`config.mk`:
```
export PLATFORM = sky130hd
export DESIGN_NAME = bitmap_frame_allocator_unit_flat
export DESIGN_NICKNAME = d
export VERILOG_FILES = /design/src/hdl/bfa_pkg.sv /design/src/hdl/bfa_if.sv /design/src/hdl/bitmap_frame_allocator_unit.sv /design/src/hdl/bfa_ctrl.sv /design/src/hdl/bfa_dpath.sv /design/src/flat_wrapper.sv
export SDC_FILE = /design/constraint.sdc
export NUM_CORES = 2
export LEC_CHECK = 0
export BUFFER_PORTS_ARGS = -buffer_cell sky130_fd_sc_hd__buf_2
export CORE_MARGIN = 8
export CORE_UTILIZATION = 60
export DETAILED_ROUTE_END_ITERATION = 10
export PLACE_DENSITY = 0.74
export SYNTH_ARGS = -nofsm -noshare
export SYNTH_HDL_FRONTEND = slang
export SYNTH_HIERARCHICAL = 1
export SYNTH_SLANG_ARGS = --single-unit
```
`constraint.sdc`:
```
create_clock -name clock -period 16.6 [get_ports clock]
set_clock_uncertainty 0.1 [all_clocks]
set_input_delay 0.83 -clock clock [delete_from_list [all_inputs] [get_ports clock]]
set_output_delay 0.83 -clock clock [all_outputs]
set_load 0.02 [all_outputs]
```
`src/hdl/bfa_pkg.sv`:
```
// Shared widths, operation and status codes, and controller/datapath command types.
package bfa_pkg;

   // Field widths of the request, response and register channels.
   localparam int FRAME_W    = 20;
   localparam int FUNC_W     = 2;
   localparam int COUNT_W    = 11;
   localparam int STATUS_W   = 2;
   localparam int SIZE_W     = 11;
   localparam int CSR_ADDR_W = 1;
   localparam int CSR_DATA_W = 20;

   // Operation codes carried by the request func field.
   localparam logic [FUNC_W-1:0] FUNC_ALLOC   = 2'd0;
   localparam logic [FUNC_W-1:0] FUNC_RELEASE = 2'd1;
   localparam logic [FUNC_W-1:0] FUNC_RESERVE = 2'd2;

   // Response status codes.
   localparam logic [STATUS_W-1:0] STAT_OK      = 2'd0;
   localparam logic [STATUS_W-1:0] STAT_FULL    = 2'd1;
   localparam logic [STATUS_W-1:0] STAT_OUTSIDE = 2'd2;

   // Register indexes and the reset value of the pool size register.
   localparam logic [CSR_ADDR_W-1:0] CSR_POOL_BASE = 1'd0;
   localparam logic [CSR_ADDR_W-1:0] CSR_POOL_SIZE = 1'd1;
   localparam logic [SIZE_W-1:0]     POOL_SIZE_RESET = 11'd1024;

   // One datapath operation per cycle, chosen by the controller.
   typedef enum logic [3:0] {
      DP_NONE,
      DP_LOAD_REQ,
      DP_SCAN_INIT,
      DP_SCAN_NEXT,
      DP_ALLOC_COMMIT,
      DP_ALLOC_FAIL,
      DP_SET_OUTSIDE,
      DP_DIV_START,
      DP_DIV_LOAD,
      DP_REL_READ,
      DP_REL_WRITE,
      DP_RES_STEP,
      DP_FLUSH_READ,
      DP_FLUSH_WRITE,
      DP_OUT_LOAD,
      DP_CLEAR
   } dp_op_type;

   // Conditions the datapath reports back to the controller.
   typedef struct packed {
      logic scan_found;
      logic scan_last;
      logic in_pool;
      logic left_zero;
      logic left_one;
      logic step_flush;
      logic clear_last;
   } dp_stat_type;

endpackage

```
`src/hdl/bfa_if.sv`:
```
// Valid/ready channel interfaces for requests, responses and register writes.
interface bfa_req_if;
   logic                         valid;
   logic                         ready;
   logic [bfa_pkg::FUNC_W-1:0]   func;
   logic [bfa_pkg::FRAME_W-1:0]  first_frame;
   logic [bfa_pkg::COUNT_W-1:0]  frame_count;

   modport source (output valid, output func, output first_frame, output frame_count,
                   input ready);
   modport sink (input valid, input func, input first_frame, input frame_count,
                 output ready);
endinterface

interface bfa_rsp_if;
   logic                          valid;
   logic                          ready;
   logic [bfa_pkg::FRAME_W-1:0]   frame_no;
   logic [bfa_pkg::STATUS_W-1:0]  status;

   modport source (output valid, output frame_no, output status, input ready);
   modport sink (input valid, input frame_no, input status, output ready);
endinterface

interface bfa_csr_if;
   logic                            valid;
   logic                            ready;
   logic [bfa_pkg::CSR_ADDR_W-1:0]  addr;
   logic [bfa_pkg::CSR_DATA_W-1:0]  wdata;

   modport source (output valid, output addr, output wdata, input ready);
   modport sink (input valid, input addr, input wdata, output ready);
endinterface

```
`src/hdl/bitmap_frame_allocator_unit.sv`:
```
// Top level of the bitmap frame allocator: controller, datapath and channel ports.
//
// The allocator keeps one used bit per frame of the pool in a map RAM of
// POOL_FRAMES/WORD_BITS words, MSB-first within a word, and serves one request at
// a time. Allocate reads one map word per cycle through the RAM read port. Release
// first splits the frame offset into word and bit with a multiply by the reciprocal
// of WORD_BITS, then reads and rewrites the map word. Reserve makes the same split
// when its run starts inside the pool, then walks one frame per cycle, pausing for a
// read-modify-write of each map word it touches. A finished result sits in an output
// register while the next request is taken. After reset a clearing pass writes the
// map to zero; requests are held off during that time, while register writes are
// taken at any time.
module bitmap_frame_allocator_unit #(
   parameter int POOL_FRAMES = 1024,
   parameter int WORD_BITS   = 32
) (
   input  logic        clock,
   input  logic        reset,
   bfa_req_if.sink     req_bus,
   bfa_rsp_if.source   rsp_bus,
   bfa_csr_if.sink     csr_bus
);

   bfa_pkg::dp_op_type    cmd;
   bfa_pkg::dp_stat_type  stat;

   // Sequencer.
   bfa_ctrl u_ctrl (
      .clock     (clock),
      .reset     (reset),
      .req_valid (req_bus.valid),
      .req_func  (req_bus.func),
      .req_ready (req_bus.ready),
      .rsp_valid (rsp_bus.valid),
      .rsp_ready (rsp_bus.ready),
      .cmd       (cmd),
      .stat      (stat)
   );

   // Map storage and arithmetic.
   bfa_dpath #(
      .POOL_FRAMES (POOL_FRAMES),
      .WORD_BITS   (WORD_BITS)
   ) u_dpath (
      .clock           (clock),
      .reset           (reset),
      .req_first_frame (req_bus.first_frame),
      .req_frame_count (req_bus.frame_count),
      .rsp_frame_no    (rsp_bus.frame_no),
      .rsp_status      (rsp_bus.status),
      .csr_bus         (csr_bus),
      .cmd             (cmd),
      .stat            (stat)
   );

endmodule

```
`src/hdl/bfa_ctrl.sv`:
```
// Sequencing state machine that steps the allocator datapath through each operation.
module bfa_ctrl (
   input  logic                        clock,
   input  logic                        reset,
   input  logic                        req_valid,
   input  logic [bfa_pkg::FUNC_W-1:0]  req_func,
   output logic                        req_ready,
   output logic                        rsp_valid,
   input  logic                        rsp_ready,
   output bfa_pkg::dp_op_type          cmd,
   input  bfa_pkg::dp_stat_type        stat
);

   typedef enum logic [3:0] {
      ST_CLEAR,
      ST_IDLE,
      ST_DISPATCH,
      ST_SCAN,
      ST_DIV,
      ST_REL_RD,
      ST_REL_WR,
      ST_RES_STEP,
      ST_FLUSH_RD,
      ST_FLUSH_WR,
      ST_DONE
   } state_type;

   state_type                   state_ff, state_in;
   logic [bfa_pkg::FUNC_W-1:0]  func_ff;
   logic                        rsp_valid_ff;
   logic                        load_out;

   // Requests are taken only between operations.
   assign req_ready = (state_ff == ST_IDLE);
   assign rsp_valid = rsp_valid_ff;

   // Next state and the datapath command for this cycle.
   always_comb begin
      state_in = state_ff;
      cmd      = bfa_pkg::DP_NONE;
      load_out = 1'b0;
      case (state_ff)
         ST_CLEAR: begin
            cmd = bfa_pkg::DP_CLEAR;
            if (stat.clear_last) begin
               state_in = ST_IDLE;
            end
         end
         ST_IDLE: begin
            if (req_valid) begin
               cmd      = bfa_pkg::DP_LOAD_REQ;
               state_in = ST_DISPATCH;
            end
         end
         ST_DISPATCH: begin
            case (func_ff)
               bfa_pkg::FUNC_ALLOC: begin
                  cmd      = bfa_pkg::DP_SCAN_INIT;
                  state_in = ST_SCAN;
               end
               bfa_pkg::FUNC_RELEASE: begin
                  if (stat.in_pool) begin
                     cmd      = bfa_pkg::DP_DIV_START;
                     state_in = ST_DIV;
                  end else begin
                     cmd      = bfa_pkg::DP_SET_OUTSIDE;
                     state_in = ST_DONE;
                  end
               end
               bfa_pkg::FUNC_RESERVE: begin
                  if (stat.left_zero) begin
                     state_in = ST_DONE;
                  end else if (stat.in_pool) begin
                     cmd      = bfa_pkg::DP_DIV_START;
                     state_in = ST_DIV;
                  end else begin
                     state_in = ST_RES_STEP;
                  end
               end
               default: begin
                  state_in = ST_DONE;
               end
            endcase
         end
         ST_SCAN: begin
            if (stat.scan_found) begin
               cmd      = bfa_pkg::DP_ALLOC_COMMIT;
               state_in = ST_DONE;
            end else if (stat.scan_last) begin
               cmd      = bfa_pkg::DP_ALLOC_FAIL;
               state_in = ST_DONE;
            end else begin
               cmd = bfa_pkg::DP_SCAN_NEXT;
            end
         end
         ST_DIV: begin
            // The word index is registered; split off the bit position now.
            cmd      = bfa_pkg::DP_DIV_LOAD;
            state_in = (func_ff == bfa_pkg::FUNC_RELEASE) ? ST_REL_RD : ST_RES_STEP;
         end
         ST_REL_RD: begin
            cmd      = bfa_pkg::DP_REL_READ;
            state_in = ST_REL_WR;
         end
         ST_REL_WR: begin
            cmd      = bfa_pkg::DP_REL_WRITE;
            state_in = ST_DONE;
         end
         ST_RES_STEP: begin
            cmd = bfa_pkg::DP_RES_STEP;
            if (stat.step_flush) begin
               state_in = ST_FLUSH_RD;
            end else if (stat.left_one) begin
               state_in = ST_DONE;
            end
         end
         ST_FLUSH_RD: begin
            cmd      = bfa_pkg::DP_FLUSH_READ;
            state_in = ST_FLUSH_WR;
         end
         ST_FLUSH_WR: begin
            cmd      = bfa_pkg::DP_FLUSH_WRITE;
            state_in = stat.left_zero ? ST_DONE : ST_RES_STEP;
         end
         ST_DONE: begin
            // Hand the result to the output register once it is free.
            if (!rsp_valid_ff || rsp_ready) begin
               cmd      = bfa_pkg::DP_OUT_LOAD;
               load_out = 1'b1;
               state_in = ST_IDLE;
            end
         end
         default: begin
            state_in = ST_IDLE;
         end
      endcase
   end

   // State, latched operation code and response valid flag.
   always_ff @(posedge clock) begin
      if (reset) begin
         state_ff     <= ST_CLEAR;
         rsp_valid_ff <= 1'b0;
      end else begin
         state_ff <= state_in;
         if (load_out) begin
            rsp_valid_ff <= 1'b1;
         end else if (rsp_valid_ff && rsp_ready) begin
            rsp_valid_ff <= 1'b0;
         end
      end
      if (req_valid && req_ready) begin
         func_ff <= req_func;
      end
   end

endmodule

```
`src/hdl/bfa_dpath.sv`:
```
// Allocator datapath: used-bit map RAM, scan, offset split, run walker and registers.
module bfa_dpath #(
   parameter int POOL_FRAMES = 1024,
   parameter int WORD_BITS   = 32
) (
   input  logic                           clock,
   input  logic                           reset,
   input  logic [bfa_pkg::FRAME_W-1:0]    req_first_frame,
   input  logic [bfa_pkg::COUNT_W-1:0]    req_frame_count,
   output logic [bfa_pkg::FRAME_W-1:0]    rsp_frame_no,
   output logic [bfa_pkg::STATUS_W-1:0]   rsp_status,
   bfa_csr_if.sink                        csr_bus,
   input  bfa_pkg::dp_op_type             cmd,
   output bfa_pkg::dp_stat_type           stat
);

   localparam int MAP_WORDS = (POOL_FRAMES + WORD_BITS - 1) / WORD_BITS;
   localparam int WORD_W    = (MAP_WORDS > 1) ? $clog2(MAP_WORDS) : 1;
   localparam int BIT_W     = $clog2(WORD_BITS);
   localparam int OFF_W     = $clog2(POOL_FRAMES);
   localparam int EFF_W     = $clog2(POOL_FRAMES + 1);
   localparam int EXT_W     = (EFF_W > bfa_pkg::SIZE_W) ? EFF_W : bfa_pkg::SIZE_W;
   localparam int DIV_SH    = OFF_W + BIT_W;
   localparam int PROD_W    = 2 * OFF_W + 1;

   localparam logic [BIT_W-1:0]           BIT_LAST  = BIT_W'(WORD_BITS - 1);
   localparam logic [WORD_W-1:0]          WORD_LAST = WORD_W'(MAP_WORDS - 1);
   localparam logic [EFF_W-1:0]           EFF_MAX   = EFF_W'(POOL_FRAMES);
   localparam logic [EFF_W-1:0]           WB_EFF    = EFF_W'(WORD_BITS);
   localparam logic [bfa_pkg::FRAME_W-1:0] WB_FRAME = bfa_pkg::FRAME_W'(WORD_BITS);
   localparam logic [OFF_W-1:0]           WB_OFF    = OFF_W'(WORD_BITS);
   // Rounded-up reciprocal of WORD_BITS; exact for every offset below 2^OFF_W.
   localparam logic [PROD_W-1:0]          DIV_RCP   =
      PROD_W'(((1 << DIV_SH) + WORD_BITS - 1) / WORD_BITS);

   // Pool size register clamped to the capacity of the map.
   function automatic logic [EFF_W-1:0] clamp_size(input logic [bfa_pkg::SIZE_W-1:0] size);
      if (EXT_W'(size) > EXT_W'(POOL_FRAMES)) begin
         return EFF_MAX;
      end
      return EFF_W'(size);
   endfunction

   // Configuration.
   logic [bfa_pkg::FRAME_W-1:0]  base_ff;
   logic [EFF_W-1:0]             eff_ff;

   // Request working registers and result.
   logic [bfa_pkg::FRAME_W-1:0]  off_ff;
   logic [bfa_pkg::COUNT_W-1:0]  left_ff;
   logic [bfa_pkg::FRAME_W-1:0]  res_frame_ff;
   logic [bfa_pkg::STATUS_W-1:0] res_status_ff;
   logic [bfa_pkg::FRAME_W-1:0]  out_frame_ff;
   logic [bfa_pkg::STATUS_W-1:0] out_status_ff;

   // Scan state.
   logic [WORD_W-1:0]            scan_word_ff;
   logic [EFF_W-1:0]             remain_ff;
   logic [bfa_pkg::FRAME_W-1:0]  woff_ff;

   // Word/bit position of the current frame, pending set mask for reserve.
   logic [WORD_W-1:0]            word_ff;
   logic [BIT_W-1:0]             bit_ff;
   logic [WORD_W-1:0]            fl_word_ff;
   logic [WORD_BITS-1:0]         mask_ff;

   // Offset split and clearing sweep.
   logic [WORD_W-1:0]            div_q_ff;
   logic [WORD_W-1:0]            clr_addr_ff;

   // Map RAM.
   logic [WORD_BITS-1:0]         map_mem [MAP_WORDS];
   logic [WORD_BITS-1:0]         rdata_ff;
   logic                         mem_we, mem_re;
   logic [WORD_W-1:0]            mem_waddr, mem_raddr;
   logic [WORD_BITS-1:0]         mem_wdata;

   // Combinational helpers.
   logic [WORD_BITS-1:0]         free_rev, lowest, set_word, frame_sel;
   logic [BIT_W-1:0]             free_idx;
   logic [bfa_pkg::FRAME_W-1:0]  eff_frame, off_next;
   logic                         in_pool;
   logic [PROD_W-1:0]            div_prod;
   logic [OFF_W-1:0]             div_base;

   assign csr_bus.ready = 1'b1;
   assign rsp_frame_no  = out_frame_ff;
   assign rsp_status    = out_status_ff;

   assign eff_frame = bfa_pkg::FRAME_W'(eff_ff);
   assign in_pool   = (off_ff < eff_frame);
   assign off_next  = off_ff + 1'b1;
   assign frame_sel = {{(WORD_BITS - 1){1'b0}}, 1'b1} << (BIT_LAST - bit_ff);

   // Free bits of the scanned word, reordered so index j is frame offset j of the word.
   // Bits past the end of the pool count as used.
   always_comb begin
      free_rev = '0;
      for (int j = 0; j < WORD_BITS; j++) begin
         free_rev[j] = (EFF_W'(j) < remain_ff) & ~rdata_ff[WORD_BITS - 1 - j];
      end
   end

   // Isolate the lowest free offset and encode it.
   assign lowest = free_rev & (~free_rev + 1'b1);

   always_comb begin
      set_word = '0;
      free_idx = '0;
      for (int j = 0; j < WORD_BITS; j++) begin
         set_word[WORD_BITS - 1 - j] = lowest[j];
         free_idx = free_idx | (lowest[j] ? BIT_W'(j) : '0);
      end
   end

   // Word index by reciprocal multiplication, bit position as what is left over.
   assign div_prod = PROD_W'(off_ff[OFF_W-1:0]) * DIV_RCP;
   assign div_base = OFF_W'(div_q_ff) * WB_OFF;

   // Status for the controller.
   always_comb begin
      stat.scan_found = |free_rev;
      stat.scan_last  = (remain_ff <= WB_EFF);
      stat.in_pool    = in_pool;
      stat.left_zero  = (left_ff == '0);
      stat.left_one   = (left_ff == bfa_pkg::COUNT_W'(1));
      stat.step_flush = in_pool && ((bit_ff == BIT_LAST) || (off_next == eff_frame) ||
                                    (left_ff == bfa_pkg::COUNT_W'(1)));
      stat.clear_last = (clr_addr_ff == WORD_LAST);
   end

   // Map RAM port selection.
   always_comb begin
      mem_we    = 1'b0;
      mem_waddr = scan_word_ff;
      mem_wdata = '0;
      mem_re    = 1'b0;
      mem_raddr = scan_word_ff;
      case (cmd)
         bfa_pkg::DP_CLEAR: begin
            mem_we    = 1'b1;
            mem_waddr = clr_addr_ff;
         end
         bfa_pkg::DP_SCAN_INIT: begin
            mem_re    = 1'b1;
            mem_raddr = '0;
         end
         bfa_pkg::DP_SCAN_NEXT: begin
            mem_re    = 1'b1;
            mem_raddr = scan_word_ff + 1'b1;
         end
         bfa_pkg::DP_ALLOC_COMMIT: begin
            mem_we    = 1'b1;
            mem_wdata = rdata_ff | set_word;
         end
         bfa_pkg::DP_REL_READ: begin
            mem_re    = 1'b1;
            mem_raddr = word_ff;
         end
         bfa_pkg::DP_REL_WRITE: begin
            mem_we    = 1'b1;
            mem_waddr = word_ff;
            mem_wdata = rdata_ff & ~frame_sel;
         end
         bfa_pkg::DP_FLUSH_READ: begin
            mem_re    = 1'b1;
            mem_raddr = fl_word_ff;
         end
         bfa_pkg::DP_FLUSH_WRITE: begin
            mem_we    = 1'b1;
            mem_waddr = fl_word_ff;
            mem_wdata = rdata_ff | mask_ff;
         end
         default: begin
         end
      endcase
   end

   // Map RAM with registered read data.
   always_ff @(posedge clock) begin
      if (mem_we) begin
         map_mem[mem_waddr] <= mem_wdata;
      end
      if (mem_re) begin
         rdata_ff <= map_mem[mem_raddr];
      end
   end

   // Configuration registers and clearing sweep address.
   always_ff @(posedge clock) begin
      if (reset) begin
         base_ff     <= '0;
         eff_ff      <= clamp_size(bfa_pkg::POOL_SIZE_RESET);
         clr_addr_ff <= '0;
      end else begin
         if (csr_bus.valid) begin
            case (csr_bus.addr)
               bfa_pkg::CSR_POOL_BASE: base_ff <= csr_bus.wdata;
               bfa_pkg::CSR_POOL_SIZE: eff_ff <= clamp_size(csr_bus.wdata[bfa_pkg::SIZE_W-1:0]);
               default: begin
               end
            endcase
         end
         if (cmd == bfa_pkg::DP_CLEAR) begin
            clr_addr_ff <= clr_addr_ff + 1'b1;
         end
      end
   end

   // Registered word index of the current offset.
   always_ff @(posedge clock) begin
      if (cmd == bfa_pkg::DP_DIV_START) begin
         div_q_ff <= WORD_W'(div_prod >> DIV_SH);
      end
   end

   // Request, scan, walk and result registers.
   always_ff @(posedge clock) begin
      case (cmd)
         bfa_pkg::DP_LOAD_REQ: begin
            off_ff        <= req_first_frame - base_ff;
            left_ff       <= req_frame_count;
            res_frame_ff  <= req_first_frame;
            res_status_ff <= bfa_pkg::STAT_OK;
            mask_ff       <= '0;
         end
         bfa_pkg::DP_SCAN_INIT: begin
            scan_word_ff <= '0;
            remain_ff    <= eff_ff;
            woff_ff      <= '0;
         end
         bfa_pkg::DP_SCAN_NEXT: begin
            scan_word_ff <= scan_word_ff + 1'b1;
            remain_ff    <= remain_ff - WB_EFF;
            woff_ff      <= woff_ff + WB_FRAME;
         end
         bfa_pkg::DP_ALLOC_COMMIT: begin
            res_frame_ff  <= base_ff + woff_ff + bfa_pkg::FRAME_W'(free_idx);
            res_status_ff <= bfa_pkg::STAT_OK;
         end
         bfa_pkg::DP_ALLOC_FAIL: begin
            res_frame_ff  <= '0;
            res_status_ff <= bfa_pkg::STAT_FULL;
         end
         bfa_pkg::DP_SET_OUTSIDE: begin
            res_status_ff <= bfa_pkg::STAT_OUTSIDE;
         end
         bfa_pkg::DP_DIV_LOAD: begin
            word_ff <= div_q_ff;
            bit_ff  <= BIT_W'(off_ff[OFF_W-1:0] - div_base);
         end
         bfa_pkg::DP_RES_STEP: begin
            // Mark one frame of the run (or flag the result as outside the pool) and move to the next frame number.
            if (in_pool) begin
               mask_ff    <= mask_ff | frame_sel;
               fl_word_ff <= word_ff;
            end else begin
               res_status_ff <= bfa_pkg::STAT_OUTSIDE;
            end
            off_ff  <= off_next;
            left_ff <= left_ff - 1'b1;
            if (off_next == '0) begin
               word_ff <= '0;
               bit_ff  <= '0;
            end else if (in_pool) begin
               if (bit_ff == BIT_LAST) begin
                  bit_ff  <= '0;
                  word_ff <= word_ff + 1'b1;
               end else begin
                  bit_ff <= bit_ff + 1'b1;
               end
            end
         end
         bfa_pkg::DP_FLUSH_WRITE: begin
            mask_ff <= '0;
         end
         bfa_pkg::DP_OUT_LOAD: begin
            out_frame_ff  <= res_frame_ff;
            out_status_ff <= res_status_ff;
         end
         default: begin
         end
      endcase
   end

endmodule

```
`src/flat_wrapper.sv`:
```
// flat-port wrapper written by rule: the top's interface ports become plain ports
module bitmap_frame_allocator_unit_flat 
#(
   parameter int POOL_FRAMES = 1024,
   parameter int WORD_BITS   = 32
)
  (clock, reset, req_bus_valid, req_bus_func, req_bus_first_frame, req_bus_frame_count, req_bus_ready, rsp_bus_valid, rsp_bus_frame_no, rsp_bus_status, rsp_bus_ready, csr_bus_valid, csr_bus_addr, csr_bus_wdata, csr_bus_ready);
  bfa_req_if req_bus_i ();
  bfa_rsp_if rsp_bus_i ();
  bfa_csr_if csr_bus_i ();
  input  logic clock;
  input  logic reset;
  input wire logic [$bits(req_bus_i.valid)-1:0] req_bus_valid;
  input wire logic [$bits(req_bus_i.func)-1:0] req_bus_func;
  input wire logic [$bits(req_bus_i.first_frame)-1:0] req_bus_first_frame;
  input wire logic [$bits(req_bus_i.frame_count)-1:0] req_bus_frame_count;
  output wire logic [$bits(req_bus_i.ready)-1:0] req_bus_ready;
  output wire logic [$bits(rsp_bus_i.valid)-1:0] rsp_bus_valid;
  output wire logic [$bits(rsp_bus_i.frame_no)-1:0] rsp_bus_frame_no;
  output wire logic [$bits(rsp_bus_i.status)-1:0] rsp_bus_status;
  input wire logic [$bits(rsp_bus_i.ready)-1:0] rsp_bus_ready;
  input wire logic [$bits(csr_bus_i.valid)-1:0] csr_bus_valid;
  input wire logic [$bits(csr_bus_i.addr)-1:0] csr_bus_addr;
  input wire logic [$bits(csr_bus_i.wdata)-1:0] csr_bus_wdata;
  output wire logic [$bits(csr_bus_i.ready)-1:0] csr_bus_ready;
  assign req_bus_i.valid = req_bus_valid;
  assign req_bus_i.func = req_bus_func;
  assign req_bus_i.first_frame = req_bus_first_frame;
  assign req_bus_i.frame_count = req_bus_frame_count;
  assign req_bus_ready = req_bus_i.ready;
  assign rsp_bus_valid = rsp_bus_i.valid;
  assign rsp_bus_frame_no = rsp_bus_i.frame_no;
  assign rsp_bus_status = rsp_bus_i.status;
  assign rsp_bus_i.ready = rsp_bus_ready;
  assign csr_bus_i.valid = csr_bus_valid;
  assign csr_bus_i.addr = csr_bus_addr;
  assign csr_bus_i.wdata = csr_bus_wdata;
  assign csr_bus_ready = csr_bus_i.ready;
  bitmap_frame_allocator_unit #(.POOL_FRAMES(POOL_FRAMES), .WORD_BITS(WORD_BITS)) u_core (.clock(clock), .reset(reset), .req_bus(req_bus_i), .rsp_bus(rsp_bus_i), .csr_bus(csr_bus_i));
endmodule
```
==> metrics.csv <==
stage,metric,value,unit
logic_synthesis,Synth warnings,6,
timing,final setup fails,0,
logic_synthesis,"flops & latches, synth",1257,
die,DIE AREA,104000,µm²
logic_synthesis,"Primary FF master, synth",edfxtp_1,
power,Clk pwr share,43.7,%
status,status,"complete, no violations",
cts,Root Driver,clkbuf_16,
place,hpwl dp,82.8,mm
critical_path,Crit path arrival time,11.60,ns
layout,Layout area overhead,11.0,%
drt,vias per cell,6.43,
die,Die Y,322,µm
power,Net Sw Power,0.00134,W
cts,clock slew at reported path FFs,0.06,ns
drt,First DRT Iteration DRCs,3806,
logic_synthesis,asr flop ratio synth,0,%
critical_path,Crit Path Max Fanout,136,
logic_synthesis,Synth cell types,93,
drt,"wirelength, routed",147,mm
place,Placed Area,58300,µm²
cts,hold buffers post-CTS,0,
power,Sw Share,20.8,%
cts,postcts setup bufs,0,
global_routing,largest net degree at the start of global routing,143,
cts,# clock sinks,1257,
logic_synthesis,"count leader, synth",edfxtp_1,
cts,clock buffer count from CTS,131,
timing,final setup margin,5.46,ns
cts,Worst-Skew Late Latency,0.75,ns
timing,Final period util,67.1,%
timing,min Tclk post-route,11.14,ns
power,Worst VDD drop,0.0863,mV
power,combinational power share,2.4,%
timing,Relative slew margins,15.0,%
place,Placed Instances,5044,
drt,WL per Instance,27.8,µm
die,core area,93200,µm²
place,PortBufs,82,
layout,fraction of layout cells with a size suffix above 1,16.3,%
timing,f_max,89.8,MHz
cts,Max Root-Sink Buffers,3,
logic_synthesis,sequential-to-total area share from yosys stat,66.4,%
drt,DR vias,33952,
die,# rows,112,
place,global placer's final weighted congestion,0.971,
global_routing,gr ovfl total,0,
drt,DR DRC count,0,
drt,Final ANT Viol Nets,0,
logic_synthesis,"EDFF count, synth",1216,
logic_synthesis,share of the synthesized area in the top cell type,64.9,%
critical_path,Startpoint Class,flip-flop,
global_routing,first-pass GRT wire length,215,mm
die,DIE WIDTH,322,µm
timing,Total Neg Setup Slack,0,ns
critical_path,Reg2Reg Setup Slack,5.46,ns
logic_synthesis,Synth area leader,edfxtp_1,
global_routing,GRT Overall Usage,27.9,%
power,Leak,24.1,nW
logic_synthesis,syn nets,3962,
timing,RSZ-0062 raised after global routing,false,
power,power share of the sequential group,53.9,%
die,I/O pin count,84,
power,power per cell area,103,nW/µm²
timing,Max Slew Vio Count,0,
logic_synthesis,Synth area leaders,"edfxtp_1, mux2i_1, mux2_2",
flow_run,max cap viols,0,
timing,Slew @ Worst Pin,1.28,ns
layout,Non-Filler Instances,5281,
drt,Pre-antenna DRT Iters,8,
critical_path,WP data required,17.06,ns
critical_path,Critical Path Sink Type,flip-flop,
cts,number of H-tree levels,4,
min_path,worst hold path class,input pin to flip-flop,
die,Initial Util,60.4,%
layout,Final Net Count,4070,
layout,ant diodes,0,
place,pre-CTS WS,5.66,ns
cts,CTS tree,yes,
critical_path,Crit Path Category,flip-flop to flip-flop,
global_routing,initial antenna violation count,0,
timing,Fin. Hold Viols,0,
logic_synthesis,syn avg cell area,14.7,µm²
logic_synthesis,Mapped Area,56300,µm²
layout,post-route cell area,62400,µm²
global_routing,vias in the first global route,33052,
cts,post-cts sizing count,0,
power,internal power,0.00511,W
logic_synthesis,Gate Count Post-Synth,3815,
layout,Layout Utilization,67.0,%
logic_synthesis,"top cells by count, synth","edfxtp_1, mux2i_1, nor2_1",
state kept, by name (all words and copies together) (netlist names), 4 cells and up:
register,count
u_core/u_dpath/scan_word_ff,5
u_core/u_ctrl/state_ff,4
u_core/u_dpath/fl_word_ff,5
u_core/u_dpath/eff_ff,11
u_core/u_dpath/woff_ff,15
u_core/u_dpath/remain_ff,11
u_core/u_dpath/res_frame_ff,20
u_core/u_dpath/mask_ff,32
u_core/u_dpath/map_mem,1024
u_core/u_dpath/bit_ff,5
u_core/u_dpath/rsp_frame_no,20
u_core/u_dpath/word_ff,5
u_core/u_dpath/clr_addr_ff,5
u_core/u_dpath/left_ff,11
u_core/u_dpath/base_ff,20
u_core/u_dpath/rdata_ff,32
u_core/u_dpath/off_ff,20
u_core/u_dpath/div_q_ff,5
cell families (layout without fill, tap and decap cells):
logic type	Yosys count	after routing	share of synthesized area (%)
xor+xnor	87	87	1.35
simple gates	730	730	6.53
mux	772	772	14.2
compound gates	605	605	7.15
fa+ha+maj	88	88	1.98
flops	1257	1257	66.4
buf+inv	275	487	2.44
other cells	1	1	0.00667
layer usage:
layer  global-route usage (%)  wire length, µm  vias up
li1                         -                -    15039
met1                     38.3            60200    17033
met2                     44.9            68400     1597
met3                     4.79            12500      283
met4                     11.0             5730        0
met5                        0                0        -
critical path, stage by stage (launching register included):
cell and delay [ns]:
edfxtp_1 0.42, inv_1 0.12, ha_1 0.48, nor3b_2 0.47, a32oi_1 0.24, nor4_4 0.44, nand4_2 0.50, nor4_4 0.83
nand3_1 0.24, or4_1 0.61, nor2_1 0.19, nor2_1 0.08, a211oi_1 0.21, o22ai_1 0.10, buf_4 0.21, or3b_4 0.42
inv_2 0.49, a21oi_2 0.19, a221oi_4 0.38, buf_4 0.40, buf_4 0.86, buf_12 0.73, buf_4 0.97, mux2i_1 0.19
mux2_2 0.31, a22o_1 0.23, nor4_1 0.28
stage by stage:
stage / total power, W / hold slack [ns]
3_5_place_dp: 0.00370 / 0.305
6_report: 0.00645 / 0.193
2_1_floorplan: 0.00364 / 0.300
5_1_grt: 0.00663 / 0.173
4_1_cts: 0.00648 / 0.147
3_3_place_gp: 0.00370 / 0.301
power groups by stage:
| stage | Clock, W | Sequential, W | Combinational [W] |
|---|---|---|---|
| 3_3_place_gp | 0 | 0.00354 | 0.000151 |
| 6_report | 0.00282 | 0.00348 | 0.000155 |
| 3_5_place_dp | 0 | 0.00355 | 0.000153 |
| 5_1_grt | 0.00298 | 0.00348 | 0.000168 |
| 2_1_floorplan | 0 | 0.00354 | 0.0000927 |
| 4_1_cts | 0.00285 | 0.00348 | 0.000154 |
worst paths after layout:
path                                                   end  cells past startpoint                                      from
setup / recovery     u_core/u_dpath/rdata_ff[18]$_DFFE_PN_                     26     u_core/u_dpath/remain_ff[5]$_DFFE_PP_
hold / removal          u_core/u_ctrl/func_ff[0]$_DFFE_PP_                      1                           req_bus_func[0]
setup reg to reg     u_core/u_dpath/rdata_ff[18]$_DFFE_PN_                     26     u_core/u_dpath/remain_ff[5]$_DFFE_PP_
hold reg to reg   u_core/u_dpath/rsp_frame_no[9]$_DFFE_PN_                      0  u_core/u_dpath/res_frame_ff[9]$_DFFE_PP_
area by class of cell:
class,instances,area [µm²]
sequential,1257,37300
clock buffer,159,3470
inverter,78,293
tap,1254,1570
multi-input combinational,2283,18000
fill,6455,30700
timing repair buffer,172,1120
clock inverter,78,684
cells in the final DEF (no fill, tap or decap), types with 15 or more instances in the layout:
cell type / netlist / layout
buf_4: 37 / 87
nor3_1: 35 / 32
nand3_1: 67 / 64
o21ai_0: 111 / 101
nor2_4: 0 / 32
nand2_1: 182 / 182
xor2_1: 40 / 40
xnor2_1: 47 / 47
mux2_2: 192 / 192
clkinv_1: 0 / 26
o22ai_1: 40 / 34
nor4_1: 48 / 48
and3_1: 25 / 25
nor2_1: 199 / 162
edfxtp_1: 1216 / 1216
nand4_1: 29 / 29
nand2b_1: 28 / 28
buf_2: 17 / 82
clkbuf_16: 0 / 134
inv_1: 76 / 75
a21o_1: 16 / 16
ha_1: 86 / 86
clkbuf_1: 112 / 23
mux2i_1: 580 / 580
a22o_1: 108 / 108
clkinv_2: 0 / 26
dfxtp_1: 41 / 41
nor2b_1: 24 / 24
a21oi_1: 167 / 165
a31oi_1: 31 / 30
a211oi_1: 15 / 15
No activity file was read; power rests on OpenSTA's default activity.
